==> config.mk <==
export PLATFORM = sky130hd
export DESIGN_NAME = button_debounce_long_press_top
export DESIGN_NICKNAME = d
export VERILOG_FILES = /design/src/hw/rtl/bdlp_pkg.sv /design/src/hw/rtl/button_debounce_long_press_top.sv
export SDC_FILE = /design/constraint.sdc
export NUM_CORES = 1
export LEC_CHECK = 0
export BUFFER_PORTS_ARGS = -buffer_cell sky130_fd_sc_hd__buf_2
export CORE_MARGIN = 8
export CORE_UTILIZATION = 41
export CTS_BUF_LIST = sky130_fd_sc_hd__clkbuf_16
export DETAILED_ROUTE_END_ITERATION = 12
export GPL_TIMING_DRIVEN = 0
export PLACE_DENSITY = 0.64
export SYNTH_ARGS = -nofsm -noshare
export SYNTH_HDL_FRONTEND = slang
export SYNTH_SLANG_ARGS = --single-unit
==> constraint.sdc <==
create_clock -name clock -period 11.72 [get_ports clock]
set_input_delay 1.758 -clock clock [delete_from_list [all_inputs] [get_ports clock]]
set_output_delay 1.758 -clock clock [all_outputs]
set_load 0.02 [all_outputs]
==> src/hw/rtl/bdlp_pkg.sv <==
// ----------------------------------------------------------------------------
// Button debounce package
// Codes and types shared by the debouncer and its checker.
// ----------------------------------------------------------------------------
package bdlp_pkg;

   // transaction kinds on the request channel
   typedef enum logic {
      OP_EDGE = 1'b0,
      OP_TICK = 1'b1
   } op_type;

   // result event codes
   typedef enum logic [2:0] {
      EV_NONE    = 3'd0,
      EV_PRESS   = 3'd1,
      EV_RELEASE = 3'd2,
      EV_LONG    = 3'd3,
      EV_ULTRA   = 3'd4
   } event_type;

   // held-button mode
   typedef enum logic [1:0] {
      MODE_NORMAL = 2'd0,
      MODE_LONG   = 2'd1,
      MODE_ULTRA  = 2'd2
   } press_mode_type;

   // configuration register indexes
   typedef enum logic [1:0] {
      CSR_DEBOUNCE   = 2'd0,
      CSR_LONG_PRESS = 2'd1,
      CSR_ULTRA_LONG = 2'd2
   } csr_index_type;

   localparam int unsigned THR_BITS = 31;

   localparam logic [THR_BITS-1:0] DEBOUNCE_RESET   = 31'd50000;
   localparam logic [THR_BITS-1:0] LONG_PRESS_RESET = 31'd2000000;
   localparam logic [THR_BITS-1:0] ULTRA_LONG_RESET = 31'd10000000;

endpackage

==> src/hw/rtl/button_debounce_long_press_top.sv <==
// ----------------------------------------------------------------------------
// Button debouncer with long-press detection
// Debounces edge notices against ticks and reports press, release, long press
// and ultra-long press events.
// ----------------------------------------------------------------------------
// One transaction is accepted every clock cycle while the result side does not
// stall, and every transaction gives exactly one result. A request is caught in
// an input register and the whole state update (two wrapped time differences and
// their threshold compares) runs from there into the result register, which
// offers the result. A stalled result holds the input register, and the request
// side waits only while both registers are full. Configuration writes are always
// taken and should be made while no transaction is in flight.
module button_debounce_long_press_top #(
   parameter int unsigned TIME_BITS = 32
) (
   input  logic                           clock,
   input  logic                           reset,
   // request channel
   input  logic                           req_valid,
   output logic                           req_ready,
   input  logic                           req_op,
   input  logic signed [31:0]             req_now,
   input  logic                           req_pin_level,
   // result channel
   output logic                           rsp_valid,
   input  logic                           rsp_ready,
   output logic [2:0]                     rsp_event_res,
   // configuration channel
   input  logic                           csr_valid,
   output logic                           csr_ready,
   input  logic [1:0]                     csr_index,
   input  logic [bdlp_pkg::THR_BITS-1:0]  csr_wdata
);

   localparam int unsigned CMP_BITS = 64;

   // true when (a - b), as a signed wrapped difference, reaches thr
   function automatic logic aged(input logic [TIME_BITS-1:0] a,
                                 input logic [TIME_BITS-1:0] b,
                                 input logic [bdlp_pkg::THR_BITS-1:0] thr);
      logic [TIME_BITS-1:0] diff;
      begin
         diff = a - b;
         aged = !diff[TIME_BITS-1] && (CMP_BITS'(diff) >= CMP_BITS'(thr));
      end
   endfunction

   // configuration registers
   logic [bdlp_pkg::THR_BITS-1:0] debounce_ff;
   logic [bdlp_pkg::THR_BITS-1:0] long_press_ff;
   logic [bdlp_pkg::THR_BITS-1:0] ultra_long_ff;

   // input register
   logic                     in_valid_ff;
   bdlp_pkg::op_type         in_op_ff;
   logic [TIME_BITS-1:0]     in_now_ff;
   logic                     in_pin_ff;

   // debouncer state
   logic                     change_pending_ff, change_pending_in;
   logic [TIME_BITS-1:0]     change_time_ff, change_time_in;
   logic                     pressed_ff, pressed_in;
   logic [TIME_BITS-1:0]     stable_since_ff, stable_since_in;
   bdlp_pkg::press_mode_type press_mode_ff, press_mode_in;

   // result register
   logic                     out_valid_ff;
   bdlp_pkg::event_type      out_event_ff, out_event_in;

   logic                     advance;
   logic                     req_take;
   logic signed [63:0]       now_ext;
   logic                     level;

   // handshakes
   assign advance   = !out_valid_ff || rsp_ready;
   assign req_ready = !in_valid_ff || advance;
   assign req_take  = req_valid && req_ready;
   assign csr_ready = 1'b1;

   assign rsp_valid     = out_valid_ff;
   assign rsp_event_res = out_event_ff;

   // sign-extend the request time, then keep the configured time width
   assign now_ext = 64'(req_now);

   // configuration writes
   always_ff @(posedge clock) begin
      if (reset) begin
         debounce_ff   <= bdlp_pkg::DEBOUNCE_RESET;
         long_press_ff <= bdlp_pkg::LONG_PRESS_RESET;
         ultra_long_ff <= bdlp_pkg::ULTRA_LONG_RESET;
      end else if (csr_valid && csr_ready) begin
         case (csr_index)
            bdlp_pkg::CSR_DEBOUNCE:   debounce_ff   <= csr_wdata;
            bdlp_pkg::CSR_LONG_PRESS: long_press_ff <= csr_wdata;
            bdlp_pkg::CSR_ULTRA_LONG: ultra_long_ff <= csr_wdata;
            default: ;
         endcase
      end
   end

   // input register
   always_ff @(posedge clock) begin
      if (reset) begin
         in_valid_ff <= 1'b0;
      end else if (req_ready) begin
         in_valid_ff <= req_valid;
      end
   end

   always_ff @(posedge clock) begin
      if (req_take) begin
         in_op_ff  <= bdlp_pkg::op_type'(req_op);
         in_now_ff <= now_ext[TIME_BITS-1:0];
         in_pin_ff <= req_pin_level;
      end
   end

   // state update and event for the transaction in the input register
   always_comb begin
      change_pending_in = change_pending_ff;
      change_time_in    = change_time_ff;
      pressed_in        = pressed_ff;
      stable_since_in   = stable_since_ff;
      press_mode_in     = press_mode_ff;
      out_event_in      = bdlp_pkg::EV_NONE;
      level             = pressed_ff;

      case (in_op_ff)
         bdlp_pkg::OP_EDGE: begin
            change_pending_in = 1'b1;
            change_time_in    = in_now_ff;
         end
         bdlp_pkg::OP_TICK: begin
            // sample the pin once the change has aged
            if (change_pending_ff && aged(in_now_ff, change_time_ff, debounce_ff)) begin
               change_pending_in = 1'b0;
               level             = in_pin_ff;
            end
            if (level != pressed_ff) begin
               pressed_in      = level;
               stable_since_in = in_now_ff;
               if (press_mode_ff == bdlp_pkg::MODE_NORMAL) begin
                  out_event_in = level ? bdlp_pkg::EV_PRESS : bdlp_pkg::EV_RELEASE;
               end else begin
                  press_mode_in = bdlp_pkg::MODE_NORMAL;
               end
            end else if (pressed_ff) begin
               // held button: long press, then ultra-long press
               if (press_mode_ff == bdlp_pkg::MODE_NORMAL &&
                   aged(in_now_ff, stable_since_ff, long_press_ff)) begin
                  press_mode_in = bdlp_pkg::MODE_LONG;
                  out_event_in  = bdlp_pkg::EV_LONG;
               end else if (press_mode_ff == bdlp_pkg::MODE_LONG &&
                            aged(in_now_ff, stable_since_ff, ultra_long_ff)) begin
                  press_mode_in = bdlp_pkg::MODE_ULTRA;
                  out_event_in  = bdlp_pkg::EV_ULTRA;
               end
            end
         end
         default: ;
      endcase
   end

   // debouncer state registers
   always_ff @(posedge clock) begin
      if (reset) begin
         change_pending_ff <= 1'b0;
         change_time_ff    <= '0;
         pressed_ff        <= 1'b0;
         stable_since_ff   <= '0;
         press_mode_ff     <= bdlp_pkg::MODE_NORMAL;
      end else if (in_valid_ff && advance) begin
         change_pending_ff <= change_pending_in;
         change_time_ff    <= change_time_in;
         pressed_ff        <= pressed_in;
         stable_since_ff   <= stable_since_in;
         press_mode_ff     <= press_mode_in;
      end
   end

   // result register
   always_ff @(posedge clock) begin
      if (reset) begin
         out_valid_ff <= 1'b0;
      end else if (advance) begin
         out_valid_ff <= in_valid_ff;
      end
   end

   always_ff @(posedge clock) begin
      if (in_valid_ff && advance) begin
         out_event_ff <= out_event_in;
      end
   end

endmodule

* Word-level counts from Yosys, hierarchy flattened *
Index checks and enable logic that the tools add are counted.
Widths: inputs -> output; s select.

word-level totals
  register bits = 200
  bits in latches = 0
  bits in writable memories = 0
  memory bits (read-only) = 0
  output and inout port bits = 6
  logic and storage cells = 66
  memories = 0

operators by class
  $add $sub $neg = 2
  multiply operators = 0
  div/mod/pow operators = 0
  order comparisons = 3
  equal/unequal tests = 6
  shift operators = 0
  muxes and demuxes = 15
  bitwise gates (word level) = 1
  reductions and logical operators = 25

operators with widths
  cell                number
  $ge 32x31->1        3
  $sub 32x32->32      2
  $mux 2              7
  $mux 3              4
  $reduce_and 2->1    5
  $logic_and 1x1->1   8
  $reduce_and 5->1    1
  $eq 2x1->1 const B  2
  $logic_not 1->1     4
  $logic_not 2->1     2
  $mux 1              3
  $reduce_and 3->1    1
  $reduce_bool 3->1   1
  $eq 2x2->1 const B  1
  $logic_or 1x1->1    2
  $ne 2x1->1 const B  1
  $ne 2x2->1 const B  1
  $pmux 1 s2          1
  $reduce_bool 2->1   1
  $ne 1x1->1          1
  $not 1->1           1

* Logic depth before layout (Yosys ltp) *
Gate-level depths: netlist of the first run.

  depth after elaboration = 9
  gate-level depth with buffers = 29
  depth with buffers taken out = 27

* Worst setup path before layout of the first run *
No wires, ideal clock.

  path kind = reg-to-reg
  from = register in_now_ff[0]
  to = register press_mode_ff[1]
  setup time = 0.116 ns
  arrival = 5.288 ns
  data required time = 11.604 ns
  setup slack = 6.316 ns
  cell stages (with the launch flop) = 26
  path buffers = 1
  clock period less this slack = 5.404 ns
  cells stage by stage = edfxtp_1 -> inv_1 -> ha_1 -> inv_1 -> fa_1 -> a211oi_1 -> o21ai_1 -> a21oi_1 -> o21ai_1 -> a31oi_1 -> o21ai_1 -> nand2_1 -> o21ai_0 -> xnor2_1 -> ha_1 -> nand4_1 -> or3_1 -> nor4_1 -> a21o_1 -> a21oi_1 -> a31oi_1 -> ha_1 -> clkbuf_1 -> a2111oi_0 -> nand3_1 -> and3_1

on the way
  cells in the longest elaborated chain, start to end = 9
  elaborated cells between the ends (all ways) = 23

ends and longest elaborated chain
  what                                                 line                                   source
  start, declared                                      button_debounce_long_press_top.sv:56   logic [TIME_BITS-1:0] in_now_ff;
  start signal, assigned                               button_debounce_long_press_top.sv:115  in_now_ff <= now_ext[TIME_BITS-1:0];
  $sub 32x32->32                                       button_debounce_long_press_top.sv:43   diff = a - b;
  $ge 32x31->1 or $logic_not 1->1 (tied branches)      button_debounce_long_press_top.sv:44   aged = !diff[TIME_BITS-1] && (CMP_BITS'(diff) >= CMP_BITS'(thr));
  $logic_and 1x1->1                                    button_debounce_long_press_top.sv:44
  $logic_and 1x1->1                                    button_debounce_long_press_top.sv:137  if (change_pending_ff && aged(in_now_ff, change_time_ff, debounce_ff)) begin
  $mux 1                                               button_debounce_long_press_top.sv:137
  $mux 1                                               button_debounce_long_press_top.sv:130  case (in_op_ff)
  $ne 1x1->1                                           button_debounce_long_press_top.sv:141  if (level != pressed_ff) begin
  $ne 2x2->1 (no source line) (tied with other cells)  n/a
  $reduce_and 5->1 (no source line)                    n/a
  end signal, assigned                                 button_debounce_long_press_top.sv:173  press_mode_ff <= bdlp_pkg::MODE_NORMAL;
  end signal, assigned                                 button_debounce_long_press_top.sv:179  press_mode_ff <= press_mode_in;
  end, declared                                        button_debounce_long_press_top.sv:64   bdlp_pkg::press_mode_type press_mode_ff, press_mode_in;

Parallel ways exist; a longest one is shown, timed or not. The select of a mux whose other input is x is not followed.
A chain may end at the register's enable or synchronous reset.

* Worst setup path in the final report of the first run *
  from = register in_now_ff[0]
  to = register stable_since_ff[28]

on the way
  cells in the longest elaborated chain, start to end = 8
  elaborated cells between the ends (all ways) = 9

ends and longest elaborated chain
  what                                             line                                   source
  $sub 32x32->32 (*)                               button_debounce_long_press_top.sv:43
  $ge 32x31->1 or $logic_not 1->1 (tied branches)  button_debounce_long_press_top.sv:44
  $logic_and 1x1->1 (*)                            button_debounce_long_press_top.sv:44
  $logic_and 1x1->1 (*)                            button_debounce_long_press_top.sv:137
  $mux 1 (*)                                       button_debounce_long_press_top.sv:137
  $mux 1 (*)                                       button_debounce_long_press_top.sv:130
  $ne 1x1->1 (*)                                   button_debounce_long_press_top.sv:141
  $reduce_and 3->1 (no source line) (*)            n/a
  end signal, assigned                             button_debounce_long_press_top.sv:178  stable_since_ff <= stable_since_in;
  end, declared                                    button_debounce_long_press_top.sv:63   logic [TIME_BITS-1:0] stable_since_ff, stable_since_in;

Every way passes the cells marked *; elsewhere a longest branch is shown, timed or not. The select of a mux whose other input is x is not followed.

==> results of run 1 <==
routing by layer:
metal	GRT usage, %	vias up	wire length, µm
met3	2.85	41	1330
met1	23.2	4748	15500
met5	0	-	0
met4	6.35	0	771
met2	29.4	184	14600
li1	-	5493	-
cell usage after synthesis, drive strengths merged, types with 12 or more instances:
| cell type | instances | area, µm² |
|---|---|---|
| ha | 156 | 1950 |
| nand2 | 300 | 1130 |
| a21o | 53 | 399 |
| nand3 | 18 | 90.1 |
| nor2 | 71 | 267 |
| nor3 | 17 | 95.1 |
| xor2 | 22 | 193 |
| o21a | 12 | 91.3 |
| clkbuf | 53 | 199 |
| nand4 | 19 | 119 |
| edfxtp | 37 | 1110 |
| o21ai | 45 | 229 |
| a211o | 22 | 193 |
| dfxtp | 163 | 3260 |
| inv | 171 | 642 |
| xnor2 | 31 | 279 |
| a21oi | 215 | 1080 |
power groups by stage:
stage | logic (W) | registers [W] | clock network [W]
2_1_floorplan | 0.000250 | 0.000752 | 0
3_3_place_gp | 0.000343 | 0.000757 | 0
3_5_place_dp | 0.000352 | 0.000757 | 0
4_1_cts | 0.000354 | 0.000741 | 0.000595
5_1_grt | 0.000401 | 0.000745 | 0.000618
6_report | 0.000355 | 0.000742 | 0.000583
cell type report:
type                            count  area share [%]
Inverter                          171            4.61
Tap cell                          396            3.56
Antenna cell                        2          0.0359
Multi-Input combinational cell   1122            52.1
Clock buffer                       17            3.05
Buffer                             54            1.48
Timing Repair Buffer               75            2.69
Sequential cell                   200            31.4
Clock inverter                     15            1.05
registers in the layout, indices dropped and copies added (netlist names):
name and cells:
in_op_ff 1, debounce_ff 31, change_pending_ff 1, rsp_valid 1, press_mode_ff 2, long_press_ff 31
in_pin_ff 1, in_now_ff 32, in_valid_ff 1, change_time_ff 32, ultra_long_ff 31, pressed_ff 1
stable_since_ff 32, rsp_event_res 3
critical path: cells and delay by family, from the launching register on:
kind                     cells  cell delay, ns
adder cells (fa/ha/maj)      4            1.19
buffers and inverters        5            1.22
XOR/XNOR                     1            0.19
AO/OA/AOI/OAI               13            2.70
flip-flops                   1            0.41
AND/OR/NAND/NOR              5            1.07
worst max path at each step:
stage                     cells past startpoint                          endpoint  slack [ns]                   start
final                                        28  stable_since_ff[28]$_SDFFE_PP0P_        4.85  in_now_ff[0]$_DFFE_PP_
after global routing                         29   stable_since_ff[7]$_SDFFE_PP0P_        4.32  in_now_ff[0]$_DFFE_PP_
after CTS                                    26  stable_since_ff[28]$_SDFFE_PP0P_        4.86  in_now_ff[0]$_DFFE_PP_
after detailed placement                     28  stable_since_ff[28]$_SDFFE_PP0P_        4.96  in_now_ff[0]$_DFFE_PP_
after global placement                       26  stable_since_ff[31]$_SDFFE_PP0P_        5.01  in_now_ff[0]$_DFFE_PP_
after floorplan                              25     press_mode_ff[1]$_SDFFE_PP0P_        6.32  in_now_ff[0]$_DFFE_PP_
cells by family after synthesis:
logic type      after synthesis
simple gates                490
compound gates              417
buf+inv                     225
flops                       200
fa+ha+maj                   158
xor+xnor                     53
mux                           3
other cells                   1
per-stage QoR:
| stage | total power (W) | setup slack (ns) | util [%] | cells |
|---|---|---|---|---|
| floorplan | 0.00100 | 6.32 | - | 1547 |
| global placement | 0.00110 | 5.01 | 44.1 | 2018 |
| detailed placement | 0.00111 | 4.96 | 44.1 | 2018 |
| CTS | 0.00169 | 4.86 | 46.0 | 2050 |
| global route | 0.00176 | 4.32 | 46.0 | 2050 |
| finish | 0.00168 | 4.85 | 46.0 | 2052 |
==> results.toml, run 1 <==
[critical_path]
crit_path_start_kind = "flip-flop"
slowest_stage = "fa_1"
arrival_ns = 7.24
r2r_start = "in_now_ff[0]$_DFFE_PP_"
crit_type = "reg2reg"
r2r_slack_ns = 4.85
crit_fanout = 10
critPathMaxStageDelay_ns = 0.42
reg2reg_depth = 28
rr_endpoint = "stable_since_ff[28]$_SDFFE_PP0P_"
cp-end-kind = "flip-flop"
crit_required_ns = 12.09

[finish]
nFillCells = 3057
seqCellArea_um2 = 4370
design.final.nets = 1871
mostFrequentLayoutCells = "300 x nand2_1, 215 x a21oi_1, 173 x inv_1"
layout-drive-gt1-share_pct = 7.62
final_common_cell = "nand2_1"
postLayoutCellArea_um2 = 13900
multiInputGateArea_um2 = 7270
area_delta_synth_final_pct = 11.6

[hold_path]
worstHoldStart = "stable_since_ff[25]$_SDFFE_PP0P_"
whs_endpoint = "stable_since_ff[25]$_SDFFE_PP0P_"
hold_path.class = "reg2reg"
hold_depth = 2

[synth]
synthesis.nets = 1777
yosys_warnings = 0
ys_seq_area_share_pct = 35.0
synth-edff-count = 37
postSynth.asyncResetShare_pct = 0
synth_cells = 1547
yosys.area_share.xor_xnor_pct = 3.78
syn_area_per_cell_um2 = 8.07
ys_seq_elements = 200
ys.flop_type = "dfxtp_1"
synth_area_um2 = 12500
yosysUniqueCellTypes = 70
synth-compound-area-share_pct = 20.8
synthAdderAreaFrac_pct = 16.0
synth_top_family_by_area = "compound AO/OA/AOI/OAI gates"
synthMuxAreaShare_pct = 0.240
synth_simple_gate_area_share_pct = 17.4

[route]
vias_per_cell = 5.10
drt-pass1-iter-count = 5
drc_errors = 0
num_vias = 10500
wl_per_cell_um = 15.7
routed_wl_um = 32200
dr.first_iter.drc_count = 514
antenna_left = 0

[placed_design]
gp_congestion = 0.889
dp_hpwl_um = 26300
dpl_cell_area_um2 = 13400
portBuffers = 75

[die]
die-area_um2 = 36300
pin_count = 78
initial_core_util_pct = 41.3
core_area_um2 = 30300
rows = 64
die_y_um = 191
die_w_um = 191

[clock_tree]
cts_tree = "yes"
numCtsBuffers = 17
ctsResizeCount = 0
htreeDepth = 4
cts_max_path_buffers = 2
cts-root-buf = "clkbuf_16"
clkLatencyLatePin_ns = 0.45
post-cts-setup-buffers = 0
clkTransAtPathRegs_ns = 0.07
numClockSinks = 200
cts_hold_buf = 0

[pwr]
ir_drop_mv = 0.0940
p_int_w = 0.00117
switching_share_pct = 30.6
p_comb_share_pct = 21.1
clkPwrFrac_pct = 34.7
seq_power_share_pct = 44.2
p_per_area_nw_per_um2 = 121
p_leak_nw = 5.44
power.switching_w = 0.000514

[global_routing]
grt_pass1_wl_um = 51200
grt_util_all_layers_pct = 17.8
antenna_found_initial = 0
grt_max_degree = 35
grt_pass1_vias = 10200
grt.overflow.total = 0

[sta]
fmax_mhz = 146
fin_tns_setup_ns = 0
worstMarginPinSlew_ns = 1.15
slew_viol_final = 0
slew_headroom_pct = 23.2
hold_slack_ns = 0.456
finalCritPeriodShare_pct = 58.6
setup-violations-final = 0
fin_crit_ns = 6.87
fin_worst_skew_ns = 0.0124
finalHoldViolCount = 0
grt_setup_unrepaired = "false"

[outcome]
status = "finished clean"

[flow_run]
cap_violations = 0
No activity file was read; power rests on OpenSTA's default activity.
==> run 2: changes to the inputs <==
PLACE_DENSITY = 0.66   (was 0.64)
clock period = 5.8 ns   (was 11.72 ns; I/O delays follow)
==> results.toml, run 2 (synthesized netlist as in run 1, its figures left out) <==
[finish]
area_delta_synth_final_pct = 15.3
reg_top3 = "change_time_ff: 32 flops, in_now_ff: 32 flops, stable_since_ff: 32 flops"
postLayoutCellArea_um2 = 14400
mostFrequentLayoutCells = "298 x nand2_1, 211 x a21oi_1, 170 x inv_1"
design.final.nets = 1895
final_common_cell = "nand2_1"
layout-drive-gt1-share_pct = 11.4
antenna_cells = 0

[clock_tree]
cts_max_path_buffers = 2
clkLatencyLatePin_ns = 0.46
cts_hold_buf = 0
numClockSinks = 200
htreeDepth = 4
cts-root-buf = "clkbuf_16"
numCtsBuffers = 17
cts_tree = "yes"
clkTransAtPathRegs_ns = 0.08

[global_routing]
grt.overflow.total = 0
grt_max_degree = 35
antenna_found_initial = 1
grt_pass1_wl_um = 51700
grt_util_all_layers_pct = 17.8
grt_pass1_vias = 10100

[pwr]
p_total_w = 0.00347
p_leak_nw = 5.63
ir_drop_mv = 0.206
p_per_area_nw_per_um2 = 241

[route]
drc_errors = 0
drt-pass1-iter-count = 5
antenna_left = 0
dr.first_iter.drc_count = 597
vias_per_cell = 5.16
routed_wl_um = 33200
num_vias = 10700
wl_per_cell_um = 16.0

[die]
die-area_um2 = 36300
die_w_um = 191
pin_count = 78
core_area_um2 = 30300
die_y_um = 191
initial_core_util_pct = 41.3
rows = 64

[critical_path]
cp_common_cell = "o21ai_2"
reg2reg_depth = 25
slowest_stage = "edfxtp_1"
crit_type = "reg2reg"
rr_endpoint = "press_mode_ff[1]$_SDFFE_PP0P_"
crit_path_start = "in_now_ff[0]$_DFFE_PP_"
crit_path_start_kind = "flip-flop"
crit_required_ns = 6.15
cp_top_family = "compound AO/OA/AOI/OAI gates"
cp-end-kind = "flip-flop"
r2r_slack_ns = 0.15
critPathMaxStageDelay_ns = 0.42
crit_fanout = 6
cp_num_buf_inv = 3
arrival_ns = 6.00
r2r_start = "in_now_ff[0]$_DFFE_PP_"

[hold_path]
hold_path.class = "reg2reg"
worstHoldStart = "stable_since_ff[2]$_SDFFE_PP0P_"
whs_endpoint = "stable_since_ff[2]$_SDFFE_PP0P_"
hold_depth = 2

[outcome]
status = "finished clean"

[sta]
fin_crit_ns = 5.65
slew_headroom_pct = 28.0
fin_tns_setup_ns = 0
finalCritPeriodShare_pct = 97.4
fmax_mhz = 177
fin_worst_skew_ns = 0.0152
worstMarginPinSlew_ns = 1.08
fin_ws_ns = 0.151
slew_viol_final = 0
finalHoldViolCount = 0
setup-violations-final = 0

[placed_design]
dpl_cell_area_um2 = 13400
post-place-ws_ns = -1.01
portBuffers = 75
dp_hpwl_um = 26200
gp_congestion = 0.888

[flow_run]
cap_violations = 0
==> run 2: worst max path at each step <==
stage / endpoint / depth (start not counted) / slack (ns)
after global routing: press_mode_ff[1]$_SDFFE_PP0P_ / 27 / -0.12
after floorplan: press_mode_ff[1]$_SDFFE_PP0P_ / 25 / 0.40
after CTS: stable_since_ff[29]$_SDFFE_PP0P_ / 27 / 0.02
after global placement: stable_since_ff[31]$_SDFFE_PP0P_ / 26 / -0.89
final: press_mode_ff[1]$_SDFFE_PP0P_ / 25 / 0.15
after detailed placement: stable_since_ff[27]$_SDFFE_PP0P_ / 27 / -1.01
==> run 2: routing by layer <==
metal,share of wire [%],global-route usage (%)
met4,3.2,6.71
met5,0.030,0
met2,45,28.8
met1,47,23.5
met3,4.3,2.98
==> run 2: layout make-up <==
class                           instances  area, µm²
Inverter                              171        642
Sequential cell                       200       4370
Timing Repair Buffer                  101        571
Fill cell                            3025      15900
Clock buffer                           17        425
Multi-Input combinational cell       1122       7510
Buffer                                 52        214
Tap cell                              396        495
Clock inverter                         15        160
==> run 2: what timing repair did <==
item / 4_1_cts / 5_1_grt
endpoints found under the setup margin: 38 / 38
pin swaps: 3 / 20
setup buffers: 2 / 24
gates resized for setup: 26 / 30
==> run 2: tightest hold or removal path: cells and delay by family (launching register included) <==
kind	cells	cell delay, ns
AO/OA/AOI/OAI	1	0.05
flip-flops	1	0.31
AND/OR/NAND/NOR	1	0.05
==> run 2: per-stage QoR <==
stage          util, %  hold WS (ns)  std cells
2_1_floorplan        -         0.436       1547
3_3_place_gp      44.1         0.442       2018
3_5_place_dp      44.1         0.446       2018
4_1_cts           46.4         0.456       2050
5_1_grt           47.6         0.469       2074
6_report          47.6         0.455       2074
==> run 2: power breakdown <==
part	switching (W)	leakage, nW	internal [W]
logic	0.000453	3.65	0.000315
clock network	0.000595	0.289	0.000612
registers	0.0000336	1.68	0.00146
total	0.00108	5.63	0.00239
